**src/hw/rtl/word_entity_classifier_defines.svh**
```systemverilog
// Assertion macros for the word entity classifier.
`ifndef WORD_ENTITY_CLASSIFIER_DEFINES_SVH
`define WORD_ENTITY_CLASSIFIER_DEFINES_SVH

`ifndef SYNTHESIS
// Same-cycle implication, checked at every clock edge outside reset.
`define WEC_ASSERT_IMPL(label, ante, cons, msg) \
  label: assert property (@(posedge clk) disable iff (!rst_n) (ante) |-> (cons)) \
    else $error(msg);
// Next-cycle implication, checked at every clock edge outside reset.
`define WEC_ASSERT_NEXT(label, ante, cons, msg) \
  label: assert property (@(posedge clk) disable iff (!rst_n) (ante) |=> (cons)) \
    else $error(msg);
`else
`define WEC_ASSERT_IMPL(label, ante, cons, msg)
`define WEC_ASSERT_NEXT(label, ante, cons, msg)
`endif

`endif

```
**src/hw/rtl/wec_pkg.sv**
```systemverilog
// Shared types and constants for the word entity classifier.
package wec_pkg;

  // Entity class codes.
  localparam logic [2:0] CLS_NONE   = 3'd0;
  localparam logic [2:0] CLS_PERSON = 3'd1;
  localparam logic [2:0] CLS_PLACE  = 3'd2;
  localparam logic [2:0] CLS_ORG    = 3'd3;
  localparam logic [2:0] CLS_NUMBER = 3'd4;
  localparam logic [2:0] CLS_DATE   = 3'd5;

  // Length saturates at this value.
  localparam logic [3:0] LEN_MAX  = 4'd15;
  localparam logic [3:0] LEN_YEAR = 4'd4;
  localparam logic [1:0] TALLY_MAX = 2'd2;

  // Lowercase suffixes, newest byte in the low bits.
  localparam logic [39:0] SUF_VILLE = "ville";
  localparam logic [39:0] SUF_SHIRE = "shire";
  localparam logic [31:0] SUF_BURG  = "burg";
  localparam logic [31:0] SUF_FORD  = "ford";
  localparam logic [31:0] SUF_LAND  = "land";
  localparam logic [23:0] SUF_TON   = "ton";
  localparam logic [31:0] SUF_CORP  = "corp";
  localparam logic [23:0] SUF_INC   = "inc";
  localparam logic [23:0] SUF_LLC   = "llc";
  localparam logic [23:0] SUF_LTD   = "ltd";

  // Running flags of the word seen so far.
  typedef struct packed {
    logic [3:0]  len;
    logic        only_digits;
    logic        only_letters;
    logic        only_date_chars;
    logic        saw_separator;
    logic        first_is_upper;
    logic        first_digit_nonzero;
    logic [1:0]  letter_tally;
    logic        letters_upper;
    logic [39:0] tail;
  } word_flags_t;

  localparam word_flags_t FLAGS_CLEAR = '{
    len:                 4'd0,
    only_digits:         1'b1,
    only_letters:        1'b1,
    only_date_chars:     1'b1,
    saw_separator:       1'b0,
    first_is_upper:      1'b0,
    first_digit_nonzero: 1'b0,
    letter_tally:        2'd0,
    letters_upper:       1'b1,
    tail:                40'd0
  };

endpackage

```
**src/hw/rtl/wec_track.sv**
```systemverilog
// Running word flags: updated once per accepted byte, cleared after the last byte.
module wec_track (
  input  logic                clk,
  input  logic                rst_n,
  input  logic                fire,
  input  logic                last,
  input  logic [7:0]          char_byte,
  output wec_pkg::word_flags_t flags_upd
);

  wec_pkg::word_flags_t flags_r;
  wec_pkg::word_flags_t flags_nxt;
  logic                 is_upper;
  logic                 is_lower;
  logic                 is_letter;
  logic                 is_digit;
  logic                 is_sep;
  logic [7:0]           lc_byte;

  // Byte classification.
  assign is_upper  = (char_byte >= 8'h41) && (char_byte <= 8'h5a);
  assign is_lower  = (char_byte >= 8'h61) && (char_byte <= 8'h7a);
  assign is_letter = is_upper || is_lower;
  assign is_digit  = (char_byte >= 8'h30) && (char_byte <= 8'h39);
  assign is_sep    = (char_byte == 8'h2f) || (char_byte == 8'h2d);
  assign lc_byte   = is_upper ? (char_byte + 8'd32) : char_byte;

  // Flags including the current byte.
  always_comb begin
    flags_upd = flags_r;
    if (flags_r.len == 4'd0) begin
      flags_upd.first_is_upper      = is_upper;
      flags_upd.first_digit_nonzero = is_digit && (char_byte != 8'h30);
    end
    if (!is_digit) begin
      flags_upd.only_digits = 1'b0;
    end
    if (!is_letter) begin
      flags_upd.only_letters = 1'b0;
    end
    if (!is_digit && !is_sep) begin
      flags_upd.only_date_chars = 1'b0;
    end
    if (is_sep) begin
      flags_upd.saw_separator = 1'b1;
    end
    if (is_letter) begin
      if (flags_r.letter_tally < wec_pkg::TALLY_MAX) begin
        flags_upd.letter_tally = flags_r.letter_tally + 2'd1;
      end
      if (!is_upper) begin
        flags_upd.letters_upper = 1'b0;
      end
    end
    if (flags_r.len < wec_pkg::LEN_MAX) begin
      flags_upd.len = flags_r.len + 4'd1;
    end
    flags_upd.tail = {flags_r.tail[31:0], lc_byte};
  end

  // Start a fresh word after the last byte.
  assign flags_nxt = last ? wec_pkg::FLAGS_CLEAR : flags_upd;

  always_ff @(posedge clk) begin
    if (!rst_n) begin
      flags_r <= wec_pkg::FLAGS_CLEAR;
    end else if (fire) begin
      flags_r <= flags_nxt;
    end
  end

endmodule

```
**src/hw/rtl/wec_decide.sv**
```systemverilog
// Entity class decision from the finished word's flags and context bits.
module wec_decide (
  input  wec_pkg::word_flags_t flags,
  input  logic                 sentence_start,
  input  logic                 prev_ends_stop,
  output logic [2:0]           entity_class
);

  logic place_hit;
  logic org_hit;

  // Suffix matches on the lowercased tail.
  assign place_hit = (flags.tail[39:0] == wec_pkg::SUF_VILLE) ||
                     (flags.tail[39:0] == wec_pkg::SUF_SHIRE) ||
                     (flags.tail[31:0] == wec_pkg::SUF_BURG)  ||
                     (flags.tail[31:0] == wec_pkg::SUF_FORD)  ||
                     (flags.tail[31:0] == wec_pkg::SUF_LAND)  ||
                     (flags.tail[23:0] == wec_pkg::SUF_TON);
  assign org_hit   = (flags.tail[31:0] == wec_pkg::SUF_CORP) ||
                     (flags.tail[23:0] == wec_pkg::SUF_INC)  ||
                     (flags.tail[23:0] == wec_pkg::SUF_LLC)  ||
                     (flags.tail[23:0] == wec_pkg::SUF_LTD);

  // Priority chain of the classification rules.
  always_comb begin
    if (flags.only_digits) begin
      entity_class = ((flags.len == wec_pkg::LEN_YEAR) && flags.first_digit_nonzero) ?
                     wec_pkg::CLS_DATE : wec_pkg::CLS_NUMBER;
    end else if (flags.saw_separator && flags.only_date_chars) begin
      entity_class = wec_pkg::CLS_DATE;
    end else if ((flags.letter_tally >= wec_pkg::TALLY_MAX) && flags.letters_upper) begin
      entity_class = wec_pkg::CLS_ORG;
    end else if (!flags.first_is_upper || !flags.only_letters) begin
      entity_class = wec_pkg::CLS_NONE;
    end else if (sentence_start || prev_ends_stop) begin
      entity_class = wec_pkg::CLS_NONE;
    end else if (place_hit) begin
      entity_class = wec_pkg::CLS_PLACE;
    end else if (org_hit) begin
      entity_class = wec_pkg::CLS_ORG;
    end else begin
      entity_class = wec_pkg::CLS_PERSON;
    end
  end

endmodule

```
**src/hw/rtl/wec_out_buf.sv**
```systemverilog
// Result register with a skid entry, so input bytes keep flowing while a result waits.
module wec_out_buf (
  input  logic       clk,
  input  logic       rst_n,
  input  logic       push,
  input  logic [2:0] push_class,
  input  logic       out_stall,
  output logic       out_valid,
  output logic [2:0] out_class,
  output logic       full
);

  logic       out_valid_r;
  logic [2:0] out_class_r;
  logic       skid_valid_r;
  logic [2:0] skid_class_r;
  logic       out_free;

  // The result register can take a new value when empty or draining.
  assign out_free = !out_valid_r || !out_stall;

  always_ff @(posedge clk) begin
    if (!rst_n) begin
      out_valid_r  <= 1'b0;
      skid_valid_r <= 1'b0;
    end else if (skid_valid_r) begin
      if (out_free) begin
        out_valid_r  <= 1'b1;
        skid_valid_r <= 1'b0;
      end
    end else if (out_free) begin
      out_valid_r <= push;
    end else if (push) begin
      skid_valid_r <= 1'b1;
    end
  end

  // Payload moves alongside the valid bits.
  always_ff @(posedge clk) begin
    if (skid_valid_r) begin
      if (out_free) begin
        out_class_r <= skid_class_r;
      end
    end else if (out_free) begin
      if (push) begin
        out_class_r <= push_class;
      end
    end else if (push) begin
      skid_class_r <= push_class;
    end
  end

  assign out_valid = out_valid_r;
  assign out_class = out_class_r;
  assign full      = skid_valid_r;

endmodule

```
**src/hw/rtl/word_entity_classifier.sv**
```systemverilog
// Top level of the word entity classifier.
// The block takes one byte of a word per transaction and keeps running flags for the
// word in registers. On the byte marked as the word's end it gives one result transaction
// with the entity class (none, person, place, org, number, date). That result shows in the
// cycle after the byte is taken when the result register is empty or draining; otherwise it
// waits in the skid entry until the held result leaves. Bytes are taken back to back, one
// per cycle while in_stall is low: the flag update and the class decision are one short
// pass of logic between the flag registers and the result register. A skid entry behind
// the result register lets bytes keep arriving while a result waits. in_stall is high while
// the skid entry is full, which happens only when a word ends while a held result is
// stalled; it falls in the cycle after the result side takes the held result.
`include "word_entity_classifier_defines.svh"

module word_entity_classifier (
  input  logic       clk,
  input  logic       rst_n,
  input  logic       in_valid,
  output logic       in_stall,
  input  logic [7:0] in_char_byte,
  input  logic       in_word_end,
  input  logic       in_sentence_start,
  input  logic       in_prev_ends_stop,
  output logic       out_valid,
  input  logic       out_stall,
  output logic [2:0] out_entity_class
);

  logic                 in_fire;
  logic                 buf_full;
  logic [2:0]           class_nxt;
  wec_pkg::word_flags_t flags_upd;

  assign in_stall = buf_full;
  assign in_fire  = in_valid && !buf_full;

  // Flag tracking per byte.
  wec_track u_track (
    .clk       (clk),
    .rst_n     (rst_n),
    .fire      (in_fire),
    .last      (in_word_end),
    .char_byte (in_char_byte),
    .flags_upd (flags_upd)
  );

  // Class decision on the word's flags including the last byte.
  wec_decide u_decide (
    .flags          (flags_upd),
    .sentence_start (in_sentence_start),
    .prev_ends_stop (in_prev_ends_stop),
    .entity_class   (class_nxt)
  );

  // Result register and skid entry.
  wec_out_buf u_out_buf (
    .clk        (clk),
    .rst_n      (rst_n),
    .push       (in_fire && in_word_end),
    .push_class (class_nxt),
    .out_stall  (out_stall),
    .out_valid  (out_valid),
    .out_class  (out_entity_class),
    .full       (buf_full)
  );

  // The skid entry only fills behind a held result.
  `WEC_ASSERT_IMPL(a_skid_behind_out, in_stall, out_valid, "skid full with empty result register")
  // A last byte taken into an empty buffer shows a result next cycle.
  `WEC_ASSERT_NEXT(a_last_gives_result, in_fire && in_word_end && !out_valid, out_valid, "no result")
  // A middle byte taken into an empty buffer gives no result.
  `WEC_ASSERT_NEXT(a_mid_no_result, in_fire && !in_word_end && !out_valid, !out_valid, "stray result")
  // Shown classes are always defined codes.
  `WEC_ASSERT_IMPL(a_class_legal, out_valid, out_entity_class <= wec_pkg::CLS_DATE, "undefined class code")

endmodule
```
**config.mk**
```make
export PLATFORM = sky130hd
export DESIGN_NAME = word_entity_classifier
export DESIGN_NICKNAME = d
export VERILOG_FILES = /design/src/hw/rtl/wec_pkg.sv /design/src/hw/rtl/wec_track.sv /design/src/hw/rtl/wec_decide.sv /design/src/hw/rtl/wec_out_buf.sv /design/src/hw/rtl/word_entity_classifier.sv
export VERILOG_INCLUDE_DIRS = /design/src /design/src/hw/rtl
export SDC_FILE = /design/constraint.sdc
export NUM_CORES = 1
export LEC_CHECK = 0
export BUFFER_PORTS_ARGS = -buffer_cell sky130_fd_sc_hd__buf_2
export CORE_MARGIN = 1.5
export CORE_UTILIZATION = 60
export DETAILED_ROUTE_END_ITERATION = 7
export PLACE_DENSITY = 0.82
export SETUP_SLACK_MARGIN = 0.2
export SYNTH_ARGS = -nofsm -noshare
export SYNTH_HDL_FRONTEND = slang
export SYNTH_SLANG_ARGS = --single-unit
```
**constraint.sdc**
```tcl
create_clock -name clk -period 3.1 [get_ports clk]
set_clock_uncertainty 0.15 [all_clocks]
set_input_delay 0.465 -clock clk [delete_from_list [all_inputs] [get_ports clk]]
set_output_delay 0.465 -clock clk [all_outputs]
set_load 0.01 [all_outputs]
```
==> results.json, run 1 <==
{
  "gr-total-overflow": 0,
  "drt_iter0_drc": 266,
  "drive_gt1_share_pct": 11.2,
  "ys_dominant_reg_cell": "dfxtp_1",
  "fin_crit_ns": 2.53,
  "synth_top_cell_area_share_pct": 31.5,
  "maxUsedRoutingLayer": "met4",
  "grt_max_degree": 34,
  "antennaDiodeCount": 0,
  "finalSetupViolations": 0,
  "seq_power_share_pct": 57.7,
  "rrSetupSlack_ns": 0.60,
  "clockBufferDepth": 2,
  "vias_per_cell": 6.38,
  "clk_latency_ns": 0.31,
  "yosys.area.top_type": "dfxtp_1",
  "place_congestion": 0.884,
  "die_w_um": 73.6,
  "synth_area_sq_um": 2990,
  "core_area_sq_um": 4750,
  "yosysMostFrequentCell": "dfxtp_1",
  "slowest_stage": "or4b_2",
  "drc": 0,
  "clkPwrFrac_pct": 31.0,
  "grt_pass1_wl_um": 11700,
  "ys_seq_elements": 53,
  "cts_resized": 0,
  "wl_met1_um": 3260,
  "synth_edf_count": 6,
  "reg2reg_to": "u_out_buf.skid_class_r[0]",
  "netlist_instances": 355,
  "rr_startpoint": "u_track.flags_upd[12]",
  "post-route-period-util_pct": 81.7,
  "rows": 25,
  "hold_violations": 0,
  "synthArstFlopShare_pct": 0,
  "startpoint": "in_char_byte[5]",
  "dieArea_sq_um": 5410,
  "internal-power_uw": 915,
  "p_sw_uw": 327,
  "ios": 20,
  "slew_headroom_pct": 49.8,
  "grt_usage_pct": 28.0,
  "dp_hpwl_um": 4950,
  "worst_pin_slew_ns": 0.752,
  "synthToLayoutAreaGrowth_pct": 7.16,
  "dp_cells": 425,
  "htreeDepth": 2,
  "crit_family": "simple AND/OR/NAND/NOR gates",
  "antenna_found_initial": 0,
  "first_pass_iters": 5,
  "reg2reg_depth": 6,
  "ys_top_cells_by_count": "47 x dfxtp_1, 38 x nor2b_1, 35 x a21oi_1",
  "wl_um": 7090,
  "cts.sinks": 53,
  "path_class": "input port to flop",
  "cts_buffers": 5,
  "tns_ns": 0,
  "synthTopCellsByArea": "dfxtp_1 32%, nor2b_1 8.0%, and3_1 6.5%, edfxtp_1 6.0%, a21oi_1 5.9%",
  "dr_wl_met3_um": 405,
  "final_cells": 433,
  "path_depth": 9,
  "floorplan.initialDensity_pct": 62.8,
  "status": "complete, no violations",
  "yosys_warnings": 0,
  "vias": 2761,
  "powerDensity_nw_per_um2": 388,
  "wl_per_cell_um": 16.4,
  "switching_share_pct": 26.3,
  "required_ns": 3.13,
  "endpoint": "u_out_buf.out_class[0]",
  "worstSetupEndpointType": "flop",
  "critical-path-max-stage-delay_ns": 0.60,
  "syn_nets": 375,
  "fmax_mhz": 395,
  "synth.avg_cell_area_sq_um": 8.41,
  "nNetsFinal": 385,
  "crit_path_max_fanout": 7,
  "comb_power_share_pct": 11.3,
  "route.met2.wl_um": 3280,
  "cp_num_buf_inv": 2,
  "ant_nets": 0,
  "max_cap_violations": 0,
  "path_cells": "buf_2, inv_1, ha_1, nor4bb_1, a32o_1, a22oi_1, nor2_1, or4b_2, nand3_1",
  "drv_slew": 0,
  "die_h_um": 73.6,
  "root_buffer": "clkbuf_8",
  "path_clk_slew_ns": 0.09,
  "ys_seq_area_share_pct": 37.5,
  "cts_setup_buffers": 0,
  "first_global_vias": 2465,
  "rsz0062_at_grt": "no",
  "hold_class": "input port to flop",
  "vdd_drop_max_v": 0.000302,
  "synth_cell_types": 59,
  "hold_buffers": 0,
  "crit_arrival_ns": 2.56,
  "cp-start-kind": "input port",
  "numPortBuffers": 19,
  "cts_tree": "built",
  "power.leakage_uw": 0.00121
}
per-stage QoR:
step                instance area (sq um)  utilization (%)  hold WS [ns]  power (uW)  setup slack (ns)
floorplan                            2990                -         0.285         826             0.632
global placement                     3120             65.5         0.302         867             0.394
detailed placement                   3120             65.5         0.307         870             0.266
CTS                                  3200             67.3         0.287        1250             0.603
global route                         3200             67.3         0.327        1300             0.298
finish                               3200             67.3         0.294        1240             0.568
layout make-up:
class                   instances  area, sq um
flip-flops and latches         53         1120
clock inverters                 3         16.3
repair buffers                 24          133
multi-input cells             268         1730
well taps                      67         83.8
clock buffers                   5         68.8
inverters                      13         48.8
fillers                       437         1550
layer usage:
metal | vias to the layer above | GRT usage (%)
li1 | 1335 | -
met4 | 0 | 9.26
met5 | - | 0
met3 | 21 | 5.76
met2 | 113 | 43.6
met1 | 1292 | 38.6
kinds of logic after synthesis:
group,Yosys count,synth area share (%)
compound gates,86,18.9
fa+ha+maj,5,2.09
buf+inv,34,4.57
flops,53,37.5
mux,3,1.01
simple gates,174,35.9
how the worst min path moves through the flow:
stage,slack (ns),cells past startpoint,from,to
after floorplan,0.28,2,u_track.flags_r[47],u_track.flags_r[47]
after global placement,0.30,2,u_track.flags_r[47],u_track.flags_r[47]
after detailed placement,0.31,2,u_track.flags_r[46],u_track.flags_r[46]
after CTS,0.29,3,out_stall,u_out_buf.full
after global routing,0.33,3,out_stall,u_out_buf.full
final,0.29,3,out_stall,u_out_buf.full
power groups by stage:
stage	logic, uW	registers, uW	clock network (uW)
2_1_floorplan	94.3	731	0
3_3_place_gp	134	732	0
3_5_place_dp	137	733	0
4_1_cts	138	717	395
5_1_grt	154	720	423
6_report	140	717	385
sequential cells by signal (all words and copies together) (netlist names):
signal	cells
u_out_buf.out_class	3
u_track.flags_upd	32
u_out_buf.out_valid	1
u_out_buf.full	1
u_track.flags_r	13
u_out_buf.skid_class_r	3
cells in the final DEF, fill, tap and decap left out, types with 3 or more instances in the layout:
master / Yosys / final
dfxtp_1: 47 / 47
nor2b_1: 38 / 38
a21oi_1: 35 / 35
and3_1: 31 / 31
buf_2: 1 / 19
nor2_1: 16 / 16
nand2_1: 16 / 16
inv_1: 13 / 13
nor3_1: 11 / 11
o21ai_0: 9 / 9
nor3b_1: 7 / 7
nor4_1: 7 / 7
o31ai_1: 6 / 6
edfxtp_1: 6 / 6
and2_1: 5 / 5
nand2b_1: 5 / 5
nand3_1: 5 / 5
ha_1: 5 / 5
clkbuf_8: 0 / 5
buf_4: 0 / 5
nand3b_1: 4 / 4
nor4b_1: 4 / 4
a32oi_1: 4 / 4
nand4_1: 4 / 4
a31oi_1: 4 / 4
a21boi_0: 4 / 4
a22oi_1: 3 / 3
nand4b_1: 3 / 3
mux2i_1: 3 / 3
tightest hold or removal path: stages:
cell and delay, ns:
buf_2 0.10, nand2_1 0.09, nor3b_1 0.05
Note: power is estimated with default switching activity, not from simulation.
==> inputs of run 2 (changes only) <==
==> constraint.sdc (replaced) <==
create_clock -name clk -period 2.6 [get_ports clk]
set_clock_uncertainty 0.15 [all_clocks]
set_input_delay 0.39 -clock clk [delete_from_list [all_inputs] [get_ports clk]]
set_output_delay 0.39 -clock clk [all_outputs]
set_load 0.01 [all_outputs]
==> run 2 against run 1 <==
Compared with the run above: sequential share of layout area is 1.4 points lower; die area unchanged; critical path depth unchanged; critical path type unchanged.
==> results.json, run 2 (synthesis gave the netlist of run 1 again) <==
{
  "ios": 20,
  "cts_resized": 0,
  "reg2reg_to": "u_out_buf.skid_class_r[0]",
  "final_common_cell": "dfxtp_1",
  "fin_crit_ns": 2.31,
  "clk_latency_ns": 0.32,
  "largest_reg_flops": 32,
  "wl_met1_um": 3240,
  "maxUsedRoutingLayer": "met4",
  "preCtsSetupSlack_ns": 0.0262,
  "rrSetupSlack_ns": 0.32,
  "grt_usage_pct": 28.9,
  "cp-start-kind": "input port",
  "wl_um": 7370,
  "drt_iter0_drc": 470,
  "core_area_sq_um": 4750,
  "mostFrequentLayoutCells": "47 x dfxtp_1, 38 x nor2b_1, 35 x a21oi_1",
  "setup_slack_ns": 0.286,
  "final_cells": 446,
  "cts_tree": "built",
  "required_ns": 2.64,
  "dp_cells": 438,
  "ant_nets": 0,
  "post-route-period-util_pct": 89.0,
  "max_cap_violations": 0,
  "antenna_found_initial": 0,
  "rsz0062_at_grt": "yes",
  "power.leakage_uw": 0.00127,
  "powerDensity_nw_per_um2": 460,
  "vias": 2845,
  "antennaDiodeCount": 0,
  "hold_class": "input port to flop",
  "die_w_um": 73.6,
  "hold_buffers": 0,
  "path_class": "input port to flop",
  "drive_gt1_share_pct": 15.6,
  "wl_per_cell_um": 16.5,
  "crit_path_max_fanout": 4,
  "synthToLayoutAreaGrowth_pct": 11.7,
  "worst_pin_slew_ns": 0.814,
  "rr_startpoint": "u_track.flags_upd[19]",
  "min_from": "out_stall",
  "holdPathStages": 3,
  "status": "complete, no violations",
  "grt_pass1_wl_um": 12200,
  "tns_ns": 0,
  "clockBufferDepth": 2,
  "floorplan.initialDensity_pct": 62.8,
  "path_clk_slew_ns": 0.10,
  "first_pass_iters": 7,
  "die_h_um": 73.6,
  "route.met2.wl_um": 3490,
  "htreeDepth": 2,
  "slew_headroom_pct": 45.7,
  "grt_max_degree": 34,
  "dr_wl_met3_um": 502,
  "dp_hpwl_um": 5060,
  "hold_violations": 0,
  "dieArea_sq_um": 5410,
  "gr-total-overflow": 0,
  "drv_slew": 0,
  "reg2reg_depth": 6,
  "numPortBuffers": 19,
  "hold_end": "u_out_buf.full",
  "drc": 0,
  "worstSetupEndpointType": "flop",
  "vias_per_cell": 6.38,
  "finalSetupViolations": 0,
  "root_buffer": "clkbuf_8",
  "nNetsFinal": 398,
  "place_congestion": 0.865,
  "cts.sinks": 53,
  "rows": 25,
  "cts_buffers": 5,
  "vdd_drop_max_v": 0.000300,
  "finalCoreUtilization_pct": 70.2,
  "cts_setup_buffers": 0,
  "crit_arrival_ns": 2.36,
  "fmax_mhz": 432,
  "first_global_vias": 2580
}
## run 2: cell count changes in the layout (fill, tap and decap cells not counted), sizes merged
cell      delta
buf         +13
clkinv       -2
clkinvlp     +1
inv          +1
## run 2: worst max-delay path by stage
stage	endpoint	slack, ns	startpoint	cells past startpoint
finish	u_out_buf.out_class[0]	0.29	in_char_byte[5]	9
global route	u_out_buf.out_class[0]	0.17	in_char_byte[5]	9
detailed placement	u_out_buf.out_class[0]	0.03	in_char_byte[5]	9
global placement	u_out_buf.out_class[0]	0.06	in_char_byte[5]	9
floorplan	u_out_buf.out_class[0]	0.21	in_char_byte[5]	8
CTS	u_out_buf.skid_class_r[0]	0.23	u_track.flags_upd[30]	7
## run 2: layout make-up
cell class                 count  area, sq um
sequential                    53         1120
inverter                      13         48.8
clock buffer                   5         68.8
tap                           67         83.8
multi-input combinational    268         1760
fill                         389         1420
timing repair buffer          37          230
clock inverter                 3         25.0
## run 2: power by group
part / switching (uW) / internal, uW / total (uW)
registers: 13.6 / 842 / 856
logic: 110 / 72.3 / 183
clock network: 300 / 197 / 497
total: 424 / 1110 / 1540
## run 2: through the flow
stage | cell area, sq um | hold slack [ns] | power [uW]
global route | 3340 | 0.212 | 1590
detailed placement | 3210 | 0.304 | 1050
global placement | 3210 | 0.304 | 1050
floorplan | 2990 | 0.285 | 984
CTS | 3310 | 0.210 | 1530
finish | 3340 | 0.208 | 1540
## run 2: critical path, stage by stage
cell,delay (ns)
buf_2,0.12
inv_1,0.08
ha_1,0.14
nor4bb_2,0.35
a32o_1,0.31
a22oi_2,0.12
nor2_1,0.16
or4b_2,0.59
nand3_1,0.10
## run 2: layer usage
layer,global-route usage [%],vias to the layer above
li1,-,1355
met2,46.6,129
met1,38.5,1344
met4,10.1,0
met3,6.04,17
met5,0,-
